### config.mk
export PLATFORM = sky130hd
export DESIGN_NAME = mcsp_ram
export DESIGN_NICKNAME = d
export VERILOG_FILES = /design/src/design/multi_cost_shortest_path_top_defines.svh /design/src/design/mcsp_ram.sv
export SDC_FILE = /design/constraint.sdc
export NUM_CORES = 1
export LEC_CHECK = 0
export CORE_MARGIN = 1
export CORE_UTILIZATION = 60
export CTS_CLUSTER_SIZE = 28
export DETAILED_ROUTE_END_ITERATION = 10
export DONT_BUFFER_PORTS = 1
export GPL_TIMING_DRIVEN = 0
export PLACE_DENSITY = 0.75
export SLEW_MARGIN = 10
export SYNTH_ARGS = -nofsm -noshare
export SYNTH_HDL_FRONTEND = slang
export SYNTH_SLANG_ARGS = --single-unit
### constraint.sdc
create_clock -name clk -period 4.2 [get_ports clk]
set_input_delay 0.84 -clock clk [delete_from_list [all_inputs] [get_ports clk]]
set_output_delay 0.84 -clock clk [all_outputs]
set_load 0.02 [all_outputs]
### src/design/multi_cost_shortest_path_top_defines.svh
// assertion macros for the multi-cost shortest path block
// no dependencies; included by the files that carry assertions
`ifndef MULTI_COST_SHORTEST_PATH_TOP_DEFINES_SVH
`define MULTI_COST_SHORTEST_PATH_TOP_DEFINES_SVH
`ifndef NO_ASSERTIONS
`define MCSP_ASSERT_SAME(label, ante, cons) \
  label: assert property (@(posedge clk) disable iff (!rst_n) (ante) |-> (cons)) \
    else $error("mcsp assertion failed");
`define MCSP_ASSERT_NEXT(label, ante, cons) \
  label: assert property (@(posedge clk) disable iff (!rst_n) (ante) |=> (cons)) \
    else $error("mcsp assertion failed");
`else
`define MCSP_ASSERT_SAME(label, ante, cons)
`define MCSP_ASSERT_NEXT(label, ante, cons)
`endif
`endif

### src/design/mcsp_ram.sv
// generic single write port, single read port ram with registered read data
// no dependencies
module mcsp_ram #(
  parameter int WIDTH = 8,
  parameter int DEPTH = 16,
  localparam int AW = $clog2(DEPTH)
) (
  input  logic             clk,
  input  logic             we,
  input  logic [AW-1:0]    waddr,
  input  logic [WIDTH-1:0] wdata,
  input  logic [AW-1:0]    raddr,
  output logic [WIDTH-1:0] rdata
);

  logic [WIDTH-1:0] mem [DEPTH];

  always_ff @(posedge clk) begin
    if (we) begin
      mem[waddr] <= wdata;
    end
    rdata <= mem[raddr];
  end

endmodule

==> results of run 1 <==
## layer usage
layer | GRT usage (%) | wire length (µm)
met5 | 0 | 0
met4 | 11.6 | 228
met3 | 5.88 | 737
met2 | 34.2 | 4630
met1 | 33.8 | 3890
## cells by family (layout without fill, tap and decap cells)
kind of cell / count (synthesis) / in the layout / share of synthesized area [%]
flops: 136 / 136 / 77.8
simple gates: 35 / 35 / 3.18
mux: 32 / 32 / 15.0
compound gates: 16 / 16 / 2.33
buf+inv: 10 / 42 / 1.68
## worst max-delay path by stage
stage	from	endpoint	slack [ns]	cells past startpoint
6_report	waddr[2]	mem[8][3]	2.28	2
5_1_grt	waddr[2]	mem[8][1]	2.21	2
4_1_cts	waddr[2]	mem[0][0]	1.96	2
3_5_place_dp	waddr[2]	mem[0][3]	1.43	2
3_3_place_gp	waddr[2]	mem[0][7]	1.44	2
2_1_floorplan	waddr[2]	mem[0][0]	1.87	2
## flip-flops by register name, summed over array words and instances (netlist names)
register,flops
mem,128
rdata,8
## cells in the final DEF, fill, tap and decap left out, types with 4 or more instances in the layout
| cell | netlist | final |
|---|---|---|
| edfxtp_1 | 128 | 128 |
| clkbuf_16 | 0 | 16 |
| mux4_2 | 18 | 18 |
| clkinv_4 | 0 | 4 |
| nor2_1 | 13 | 13 |
| a22oi_1 | 16 | 16 |
| mux4_1 | 14 | 14 |
| dfxtp_1 | 8 | 8 |
| bufinv_16 | 0 | 5 |
| nand2_1 | 9 | 9 |
## stage by stage
stage | utilization [%] | cell area, µm² | hold WS [ns]
after floorplan | - | 5150 | 0.629
after global placement | 63.9 | 5280 | 0.650
after detailed placement | 63.9 | 5280 | 0.677
after CTS | 71.7 | 5920 | 0.411
after global routing | 71.9 | 5930 | 0.397
final | 71.9 | 5930 | 0.428
## layout make-up
type	count	share of cell area [%]
multi-input combinational	83	18.1
clock inverter	15	3.82
tap	105	2.21
clock buffer	17	6.98
buffer	10	1.45
sequential	136	67.5
## worst register-to-register path, stage by stage, from the launching register on
cell,delay [ns]
edfxtp_1,0.36
mux4_1,0.55
a22oi_1,0.34
nand2_1,0.10
## where the power goes
| part | switching, mW | internal, mW | leakage [nW] |
|---|---|---|---|
| clock | 0.548 | 1.03 | 0.304 |
| sequential | 0.0198 | 1.52 | 1.22 |
| combinational | 0.0534 | 0.0492 | 0.422 |
| total | 0.622 | 2.59 | 1.95 |
==> impl_results.md, run 1 <==
* Hold buffers post-CTS at 0
* Yosys cell types at 19
* Synth Warn # at 0
* Max Clk Rate at roughly 520 MHz
* Initial Util at between 60% and 70%
* Die Y at around 95 µm
* Row count at 33
* Endpoints failing setup at 0
* Synthesized area per cell at roughly 22 µm²
* Family with the most delay on the worst path: simple AND/OR/NAND/NOR gates
* Dpl cells at 334
* Yosys reg bits at roughly 140
* Clock latency on the worst-skew pair at about 0.51 ns
* Worst slew pin tran at between 1 and 1.5 ns
* Hold Crit Class: in2reg
* Dpl hpwl at 5790 µm
* Drc violations at 0
* Period minus WS final at just under 2 ns
* Yosys top cell by area: edfxtp_1
* Drt pass-1 iters at 5
* Post-Syn Nets at roughly 250
* Final nets at 266
* Number of fill cells at 484
* Hold path depth at 0
* Setup bufs post-CTS at 0
* Final TNS setup at 0 ns
* Maximum fanout along the worst path at 8
* Worst EP required at about 4.3 ns
* Critical path class: in2reg
* Count leader, synth: edfxtp_1
* Ys async rst share at 0%
* I/O pins at 26
* DR vias/cell at between 6 and 7
* Predominant post-synthesis flop cell: edfxtp_1
* Number of global-route vias before repair at between 2000 and 2500
* Fin crit share at 45.8%
* Yosys top cell area share at between 70% and 80%
* Slowest cell on the critical path: nor3_1
* Number of H-tree levels at 4
* Reg area at 0.00400 mm²
* CP max stage delay at 0.96 ns
* Drt total wl at 9480 µm
* Vias at 2377
* Post-CTS Resized at 0
* Slew Limit Fails at 0
* FF-to-FF End: rdata[0]
* WHS Endpoint: mem[13][3]
* Cells along the critical path: nand3b_1, nor3_1
* Buf/Inv on CP at 0
* TritonCTS buffer count at 17
* Critical path startpoint category: primary input
* Pre-CTS setup slack at ~1.4 ns
* Root Driver: clkbuf_8
* P&R area growth vs syn at 15.3%
* GRT overflow at 0
* Non-filler instance count after layout at ~370
* PortBufs at 0
* Die X-Extent at roughly 95 µm
* Worst Path Arrival at about 2.0 ns
* DR WL/cell at about 26 µm
* Number of synthesized flops with an enable pin at between 100 and 150
* First-pass GRT wire length at between 10000 and 15000 µm
* Max_slew headroom at 18.8%
* Status: completed
* Die area at between 0.008 and 0.009 mm²
* Hold violation total from the final report at 0
* Fraction of layout cells with a size suffix above 1 at around a quarter
* Total power at about 3.2 mW
* Hold Crit Start: wdata[3]
* Largest net degree at the start of global routing at 17
* DRT antenna net count at 0
* N_diodes at 0
* Drt initial violations at 214
* Maxcap violations at 0
* Initial antenna violation count at 0
* Post-synth top cells: edfxtp_1 (128), mux4_2 (18), a22oi_1 (16)
* RSZ-0062 raised after global routing: no
* Multi-input logic area at 0.00107 mm²
* CTS sink cnt at 136
* CP endpoint kind: register
* Core Area at approximately 0.0083 mm²
* Register area share after synthesis at between 70% and 80%
* PwrDens at roughly 540 mW/mm²
* Clk buf depth at 2
* Reg2reg start: mem[5][0]
* GP Congestion at approximately 0.73
* Setup WS post-layout at around 2.3 ns
* Total global-route track usage at 23.5%
* Clock transition at path regs at about 0.06 ns
* Leak at 1.95 nW
* Top area cells in the synthesized netlist: edfxtp_1 (75%), mux4_2 (7.9%), mux4_1 (7.1%), dfxtp_1 (3.1%), a22oi_1 (2.3%)
* Post-Syn Area at between 0.005 and 0.006 mm²
* Fin Clk Skew at about 0.0090 ns
* Worst reg2reg setup slack at 2.73 ns
* TritonCTS clock tree: built
* Cells after Synth at between 200 and 250
* Peak supply drop at 0.265 mV
* Worst r2r path cells at 3
Power figures use the tool's default switching activity.
==> run 2, diff against run 1 <==
--- a/config.mk
+++ b/config.mk
@@ -6,12 +6,12 @@
 export NUM_CORES = 1
 export LEC_CHECK = 0
 export CORE_MARGIN = 1
-export CORE_UTILIZATION = 60
+export CORE_UTILIZATION = 56
 export CTS_CLUSTER_SIZE = 28
 export DETAILED_ROUTE_END_ITERATION = 10
 export DONT_BUFFER_PORTS = 1
 export GPL_TIMING_DRIVEN = 0
-export PLACE_DENSITY = 0.75
+export PLACE_DENSITY = 0.73
 export SLEW_MARGIN = 10
 export SYNTH_ARGS = -nofsm -noshare
 export SYNTH_HDL_FRONTEND = slang
==> constraint.sdc (replaced) <==
create_clock -name clk -period 1.7 [get_ports clk]
set_input_delay 0.34 -clock clk [delete_from_list [all_inputs] [get_ports clk]]
set_output_delay 0.34 -clock clk [all_outputs]
set_load 0.02 [all_outputs]
==> run 2 against run 1 <==
Net effect: the run now ends with design-rule violations left; clock power is 130% higher; critical endpoint is now rdata[0]; hold slack worse by 0.33 ns; sequential cell count stayed put; via count is 0.21% higher; clock skew is 0.0042 ns lower.
==> impl_results.md, run 2 (same netlist as run 1, synthesis figures left out) <==
* Hold path depth at 1
* Leak at between 1.5 and 2 nW
* Setup bufs post-CTS at 0
* Worst EP required at 2.10 ns
* Gate power share at under 10%
* N_diodes at 0
* Hold buffers post-CTS at 8
* Slew Limit Fails at 0
* RSZ-0062 raised after global routing: no
* Number of global-route vias before repair at roughly 2400
* PwrDens at approximately 1300 mW/mm²
* Clk buf depth at 2
* Hold slack at between 0.09 and 0.1 ns
* Drt pass-1 iters at 7
* Largest register FFs at ~130
* Die area at 0.00958 mm²
* Die X-Extent at ~100 µm
* Critical path class: reg2reg
* Dpl hpwl at around 5700 µm
* Endpoints failing setup at 0
* Max_slew headroom at 20.6%
* Clock transition at path regs at 0.06 ns
* Total power at just under 8 mW
* GRT overflow at 0
* Maximum fanout along the worst path at 1
* Internal power at slightly above 6 mW
* Drt initial violations at 279
* Final TNS setup at 0 ns
* Status: finished with violations
* Fraction of layout cells with a size suffix above 1 at a little over a fifth
* Hold violation total from the final report at 0
* DRT antenna net count at 0
* Worst r2r path cells at 3
* Fin Clk Skew at ~0.0048 ns
* DR vias/cell at 6.32
* Failing checks: design-rule violations
* CTS sink cnt at between 100 and 150
* Root Driver: clkbuf_8
* Peak supply drop at 0.682 mV
* Post-CTS Resized at 0
* TritonCTS clock tree: built
* Maxcap violations at 0
* First-pass GRT wire length at 14200 µm
* Fin util at roughly two thirds
* PortBufs at 0
* Period minus WS final at 1.43 ns
* Clock network fraction of total power at ~47%
* Hold Crit Class: in2reg
* Sequential Power Share at 49.4%
* Commonest non-fill, non-tap cell in the layout: edfxtp_1
* Fin crit share at 84.1%
* Drt total wl at 9650 µm
* Final nets at between 200 and 300
* Core Area at between 0.008 and 0.009 mm²
* P&R area growth vs syn at 15.8%
* Regs by FF count: mem: 128 flops, rdata: 8 flops
* Initial Util at 58.5%
* Total global-route track usage at a little over a fifth
* Vias at between 2000 and 2500
* Sw frac at between 10% and 20%
* Worst slew pin tran at 1.18 ns
* CP endpoint kind: register
* Die Y at slightly below 100 µm
* Most flops, register: mem
* Number of H-tree levels at 4
* Max Clk Rate at about 700 MHz
* Row count at 34
* Drc violations at 2
* Clock latency on the worst-skew pair at roughly 0.52 ns
* DR WL/cell at approximately 26 µm
* Net Switching at between 1 and 1.5 mW
* Critical path startpoint category: register
* I/O pins at 26
* GP Congestion at between 0.7 and 0.8
* Most frequent cells in the layout: edfxtp_1 (128), mux4_2 (18), a22oi_1 (16), clkbuf_16 (16), mux4_1 (14)
* Initial antenna violation count at 0
* Largest net degree at the start of global routing at 17
* Worst Path Arrival at 1.83 ns
* TritonCTS buffer count at 17
-- run 2: cell types whose count changed in the layout (fill, tap and decap cells not counted), sizes merged --
| cell | previous run | this run |
|---|---|---|
| dlygate4sd3 | 0 | 8 |
| clkbuf | 17 | 24 |
| clkinv | 6 | 2 |
| bufinv | 5 | 3 |
| inv | 1 | 0 |
-- run 2: final timing paths --
check	from	endpoint	slack, ns
setup / recovery	mem[5][0]	rdata[0]	0.27
hold / removal	waddr[0]	mem[8][5]	0.1
setup reg to reg	mem[5][0]	rdata[0]	0.27
hold reg to reg	mem[11][3]	rdata[3]	0.68
-- run 2: stage by stage --
step / instance area, µm² / std cells / setup slack, ns
6_report: 5960 / 377 / 0.271
5_1_grt: 5960 / 377 / 0.198
4_1_cts: 5950 / 377 / 0.202
3_5_place_dp: 5290 / 337 / -0.316
3_3_place_gp: 5290 / 337 / -0.294
2_1_floorplan: 5150 / 229 / 0.0939
-- run 2: routing by layer --
layer,vias up,wire length [µm],track usage [%]
met5,-,0,0
met4,0,166,10.4
met3,8,665,5.94
met2,109,4510,30.8
met1,1234,4300,32.4
li1,1031,-,-
-- run 2: critical path: stages, from the launching register on --
cell	delay [ns]
edfxtp_1	0.35
mux4_1	0.56
a22oi_1	0.29
nand2_1	0.10
-- run 2: power by group through the flow --
| stage | Combinational, mW | Sequential [mW] | Clock, mW |
|---|---|---|---|
| 6_report | 0.314 | 3.80 | 3.57 |
| 5_1_grt | 0.337 | 3.81 | 3.72 |
| 4_1_cts | 0.317 | 3.80 | 3.60 |
| 3_5_place_dp | 0.255 | 3.87 | 0 |
| 3_3_place_gp | 0.253 | 3.86 | 0 |
| 2_1_floorplan | 0.191 | 3.86 | 0 |
-- run 2: cell type report --
| type | count | area (µm²) |
|---|---|---|
| multi-input cells | 83 | 1070 |
| plain buffers | 10 | 86.3 |
| fillers | 532 | 2850 |
| flip-flops and latches | 136 | 4000 |
| clock buffers | 24 | 460 |
| well taps | 108 | 135 |
| clock inverters | 8 | 121 |
| repair buffers | 8 | 80.1 |
==> run 3, diff against run 2 <==
--- a/config.mk
+++ b/config.mk
@@ -6,12 +6,12 @@
 export NUM_CORES = 1
 export LEC_CHECK = 0
 export CORE_MARGIN = 1
-export CORE_UTILIZATION = 56
+export CORE_UTILIZATION = 60
 export CTS_CLUSTER_SIZE = 28
 export DETAILED_ROUTE_END_ITERATION = 10
 export DONT_BUFFER_PORTS = 1
 export GPL_TIMING_DRIVEN = 0
-export PLACE_DENSITY = 0.73
+export PLACE_DENSITY = 0.75
 export SLEW_MARGIN = 10
 export SYNTH_ARGS = -nofsm -noshare
 export SYNTH_HDL_FRONTEND = slang
==> constraint.sdc (replaced) <==
create_clock -name clk -period 1.4 [get_ports clk]
set_input_delay 0.28 -clock clk [delete_from_list [all_inputs] [get_ports clk]]
set_output_delay 0.28 -clock clk [all_outputs]
set_load 0.02 [all_outputs]
==> run 3 against run 2 <==
Net effect: the flow now finishes without violations; final cell count is the same; maximum frequency grew 6.5%; largest power group unchanged; final area grew 1.3%; first-iteration DRC count shrank 9.0%; utilization grew 5.4 points; non-clock buffer count grew 2; global-route usage grew 3.2 points; largest cell class unchanged; hold slack lost 0.056 ns; critical path type unchanged.
==> impl_results.md, run 3 (same netlist as run 1, synthesis figures left out) <==
* Maximum fanout along the worst path at 1
* Vias at 2404
* Row count at 33
* Root Driver: clkbuf_8
* Most frequent cells in the layout: edfxtp_1 (128), mux4_2 (18), clkbuf_16 (16), mux4_1 (14), a22oi_1 (13)
* Drc violations at 0
* Leak at between 1.5 and 2 nW
* Cells along the critical path: mux4_1, a22oi_2, nand2_1
* Clock transition at path regs at approximately 0.06 ns
* Final nets at approximately 280
* CP endpoint kind: register
* Largest net degree at the start of global routing at 17
* TritonCTS buffer count at 17
* Reg2reg start: mem[4][1]
* Period minus WS final at 1.34 ns
* Number of global-route vias before repair at between 2000 and 2500
* P&R area growth vs syn at 17.3%
* Fin crit share at a little over nine tenths
* Status: completed
* DRT antenna net count at 0
* Multi-input logic area at 0.00111 mm²
* Regs by FF count: mem: 128 flops, rdata: 8 flops
* GP Congestion at slightly above 0.7
* Number of H-tree levels at 4
* PwrDens at approximately 1600 mW/mm²
* Initial Util at between 60% and 70%
* Die Y at ~95 µm
* Worst Path Arrival at ~1.7 ns
* Clk buf depth at 2
* GRT overflow at 0
* TritonCTS clock tree: built
* Clock latency on the worst-skew pair at roughly 0.5 ns
* Final TNS setup at 0 ns
* Worst slew pin tran at just over 0.8 ns
* Slowest cell on the critical path: mux4_1
* DR WL/cell at between 20 and 30 µm
* Largest register FFs at roughly 130
* Number of fill cells at 474
* DR vias/cell at roughly 6.4
* RSZ-0062 raised after global routing: no
* CTS sink cnt at approximately 140
* Hold Crit Class: in2reg
* Max Clk Rate at 745 MHz
* Worst EP required at roughly 1.8 ns
* Total power at between 9 and 10 mW
* Die X-Extent at 94.6 µm
* Hold slack at around 0.04 ns
* Drt pass-1 iters at 4
* Family with the most delay on the worst path: multiplexers
* Hold Crit Start: waddr[0]
* Total global-route track usage at about a quarter
* Initial antenna violation count at 1
* Die area at ~0.0090 mm²
* Endpoints failing setup at 0
* Most flops, register: mem
* Fin util at approximately three quarters
* Slew Limit Fails at 0
* CP max stage delay at roughly 0.57 ns
* Hold violation total from the final report at 0
* Critical path startpoint category: register
* First-pass GRT wire length at approximately 15000 µm
* Critical path class: reg2reg
* Dpl hpwl at between 5000 and 6000 µm
* Peak supply drop at 0.781 mV
* Core Area at approximately 0.0083 mm²
* Drt initial violations at roughly 250
* Fin Clk Skew at approximately 0.0084 ns
* Buf/Inv on CP at 0
* I/O pins at 26
* Commonest non-fill, non-tap cell in the layout: edfxtp_1
* PortBufs at 0
* Max_slew headroom at a little under half
* Fraction of layout cells with a size suffix above 1 at 25.8%
* Drt total wl at slightly above 10000 µm
* Reg area at 0.00400 mm²
* Crit path launch: mem[4][1]
* Maxcap violations at 0
## run 3: changes by cell type in the layout (fill, tap and decap cells not counted), sizes merged
cell,delta
clkbuf,-4
dlygate4sd3,+2
diode,+1
inv,+1
clkinv,+3
## run 3: cell type report
class	instances	area share, %
Buffer	10	1.55
Clock buffer	20	7.38
Multi-Input combinational cell	83	18.4
Antenna cell	1	0.0415
Sequential cell	136	66.3
Clock inverter	12	2.49
Tap cell	105	2.18
Timing Repair Buffer	10	1.66
## run 3: layer usage
metal / up-vias / wire [µm] / global-route usage (%)
met1: 1254 / 4080 / 34.9
met4: 0 / 158 / 12.6
li1: 1035 / - / -
met3: 10 / 748 / 6.60
met5: - / 0 / 0
met2: 105 / 5070 / 37.2
## run 3: where the power goes
group / switching [mW] / internal (mW)
clock network: 1.58 / 2.80
registers: 0.0608 / 4.56
logic: 0.232 / 0.173
total: 1.87 / 7.53
## run 3: timing repair
item / CTS / global route
endpoints found under the setup margin: 2 / 1
setup buffers: 0 / 0
resized for setup: 2 / 1
hold endpoints to repair: 136 / 0
hold buffers: 10 / 0
## run 3: final timing paths
path,to,slack [ns],depth (start not counted)
worst max register to register,rdata[1],0.06,3
worst min register to register,rdata[1],0.69,3
worst min-delay path,mem[4][2],0.04,1
worst max-delay path,rdata[1],0.06,3
## run 3: per-stage QoR
stage | area (µm²) | setup WS, ns | std cells
3_5_place_dp | 5320 | -0.451 | 334
3_3_place_gp | 5320 | -0.364 | 334
2_1_floorplan | 5190 | -0.0165 | 229
4_1_cts | 6020 | 0.00277 | 376
6_report | 6040 | 0.0583 | 377
5_1_grt | 6040 | 0.00381 | 377
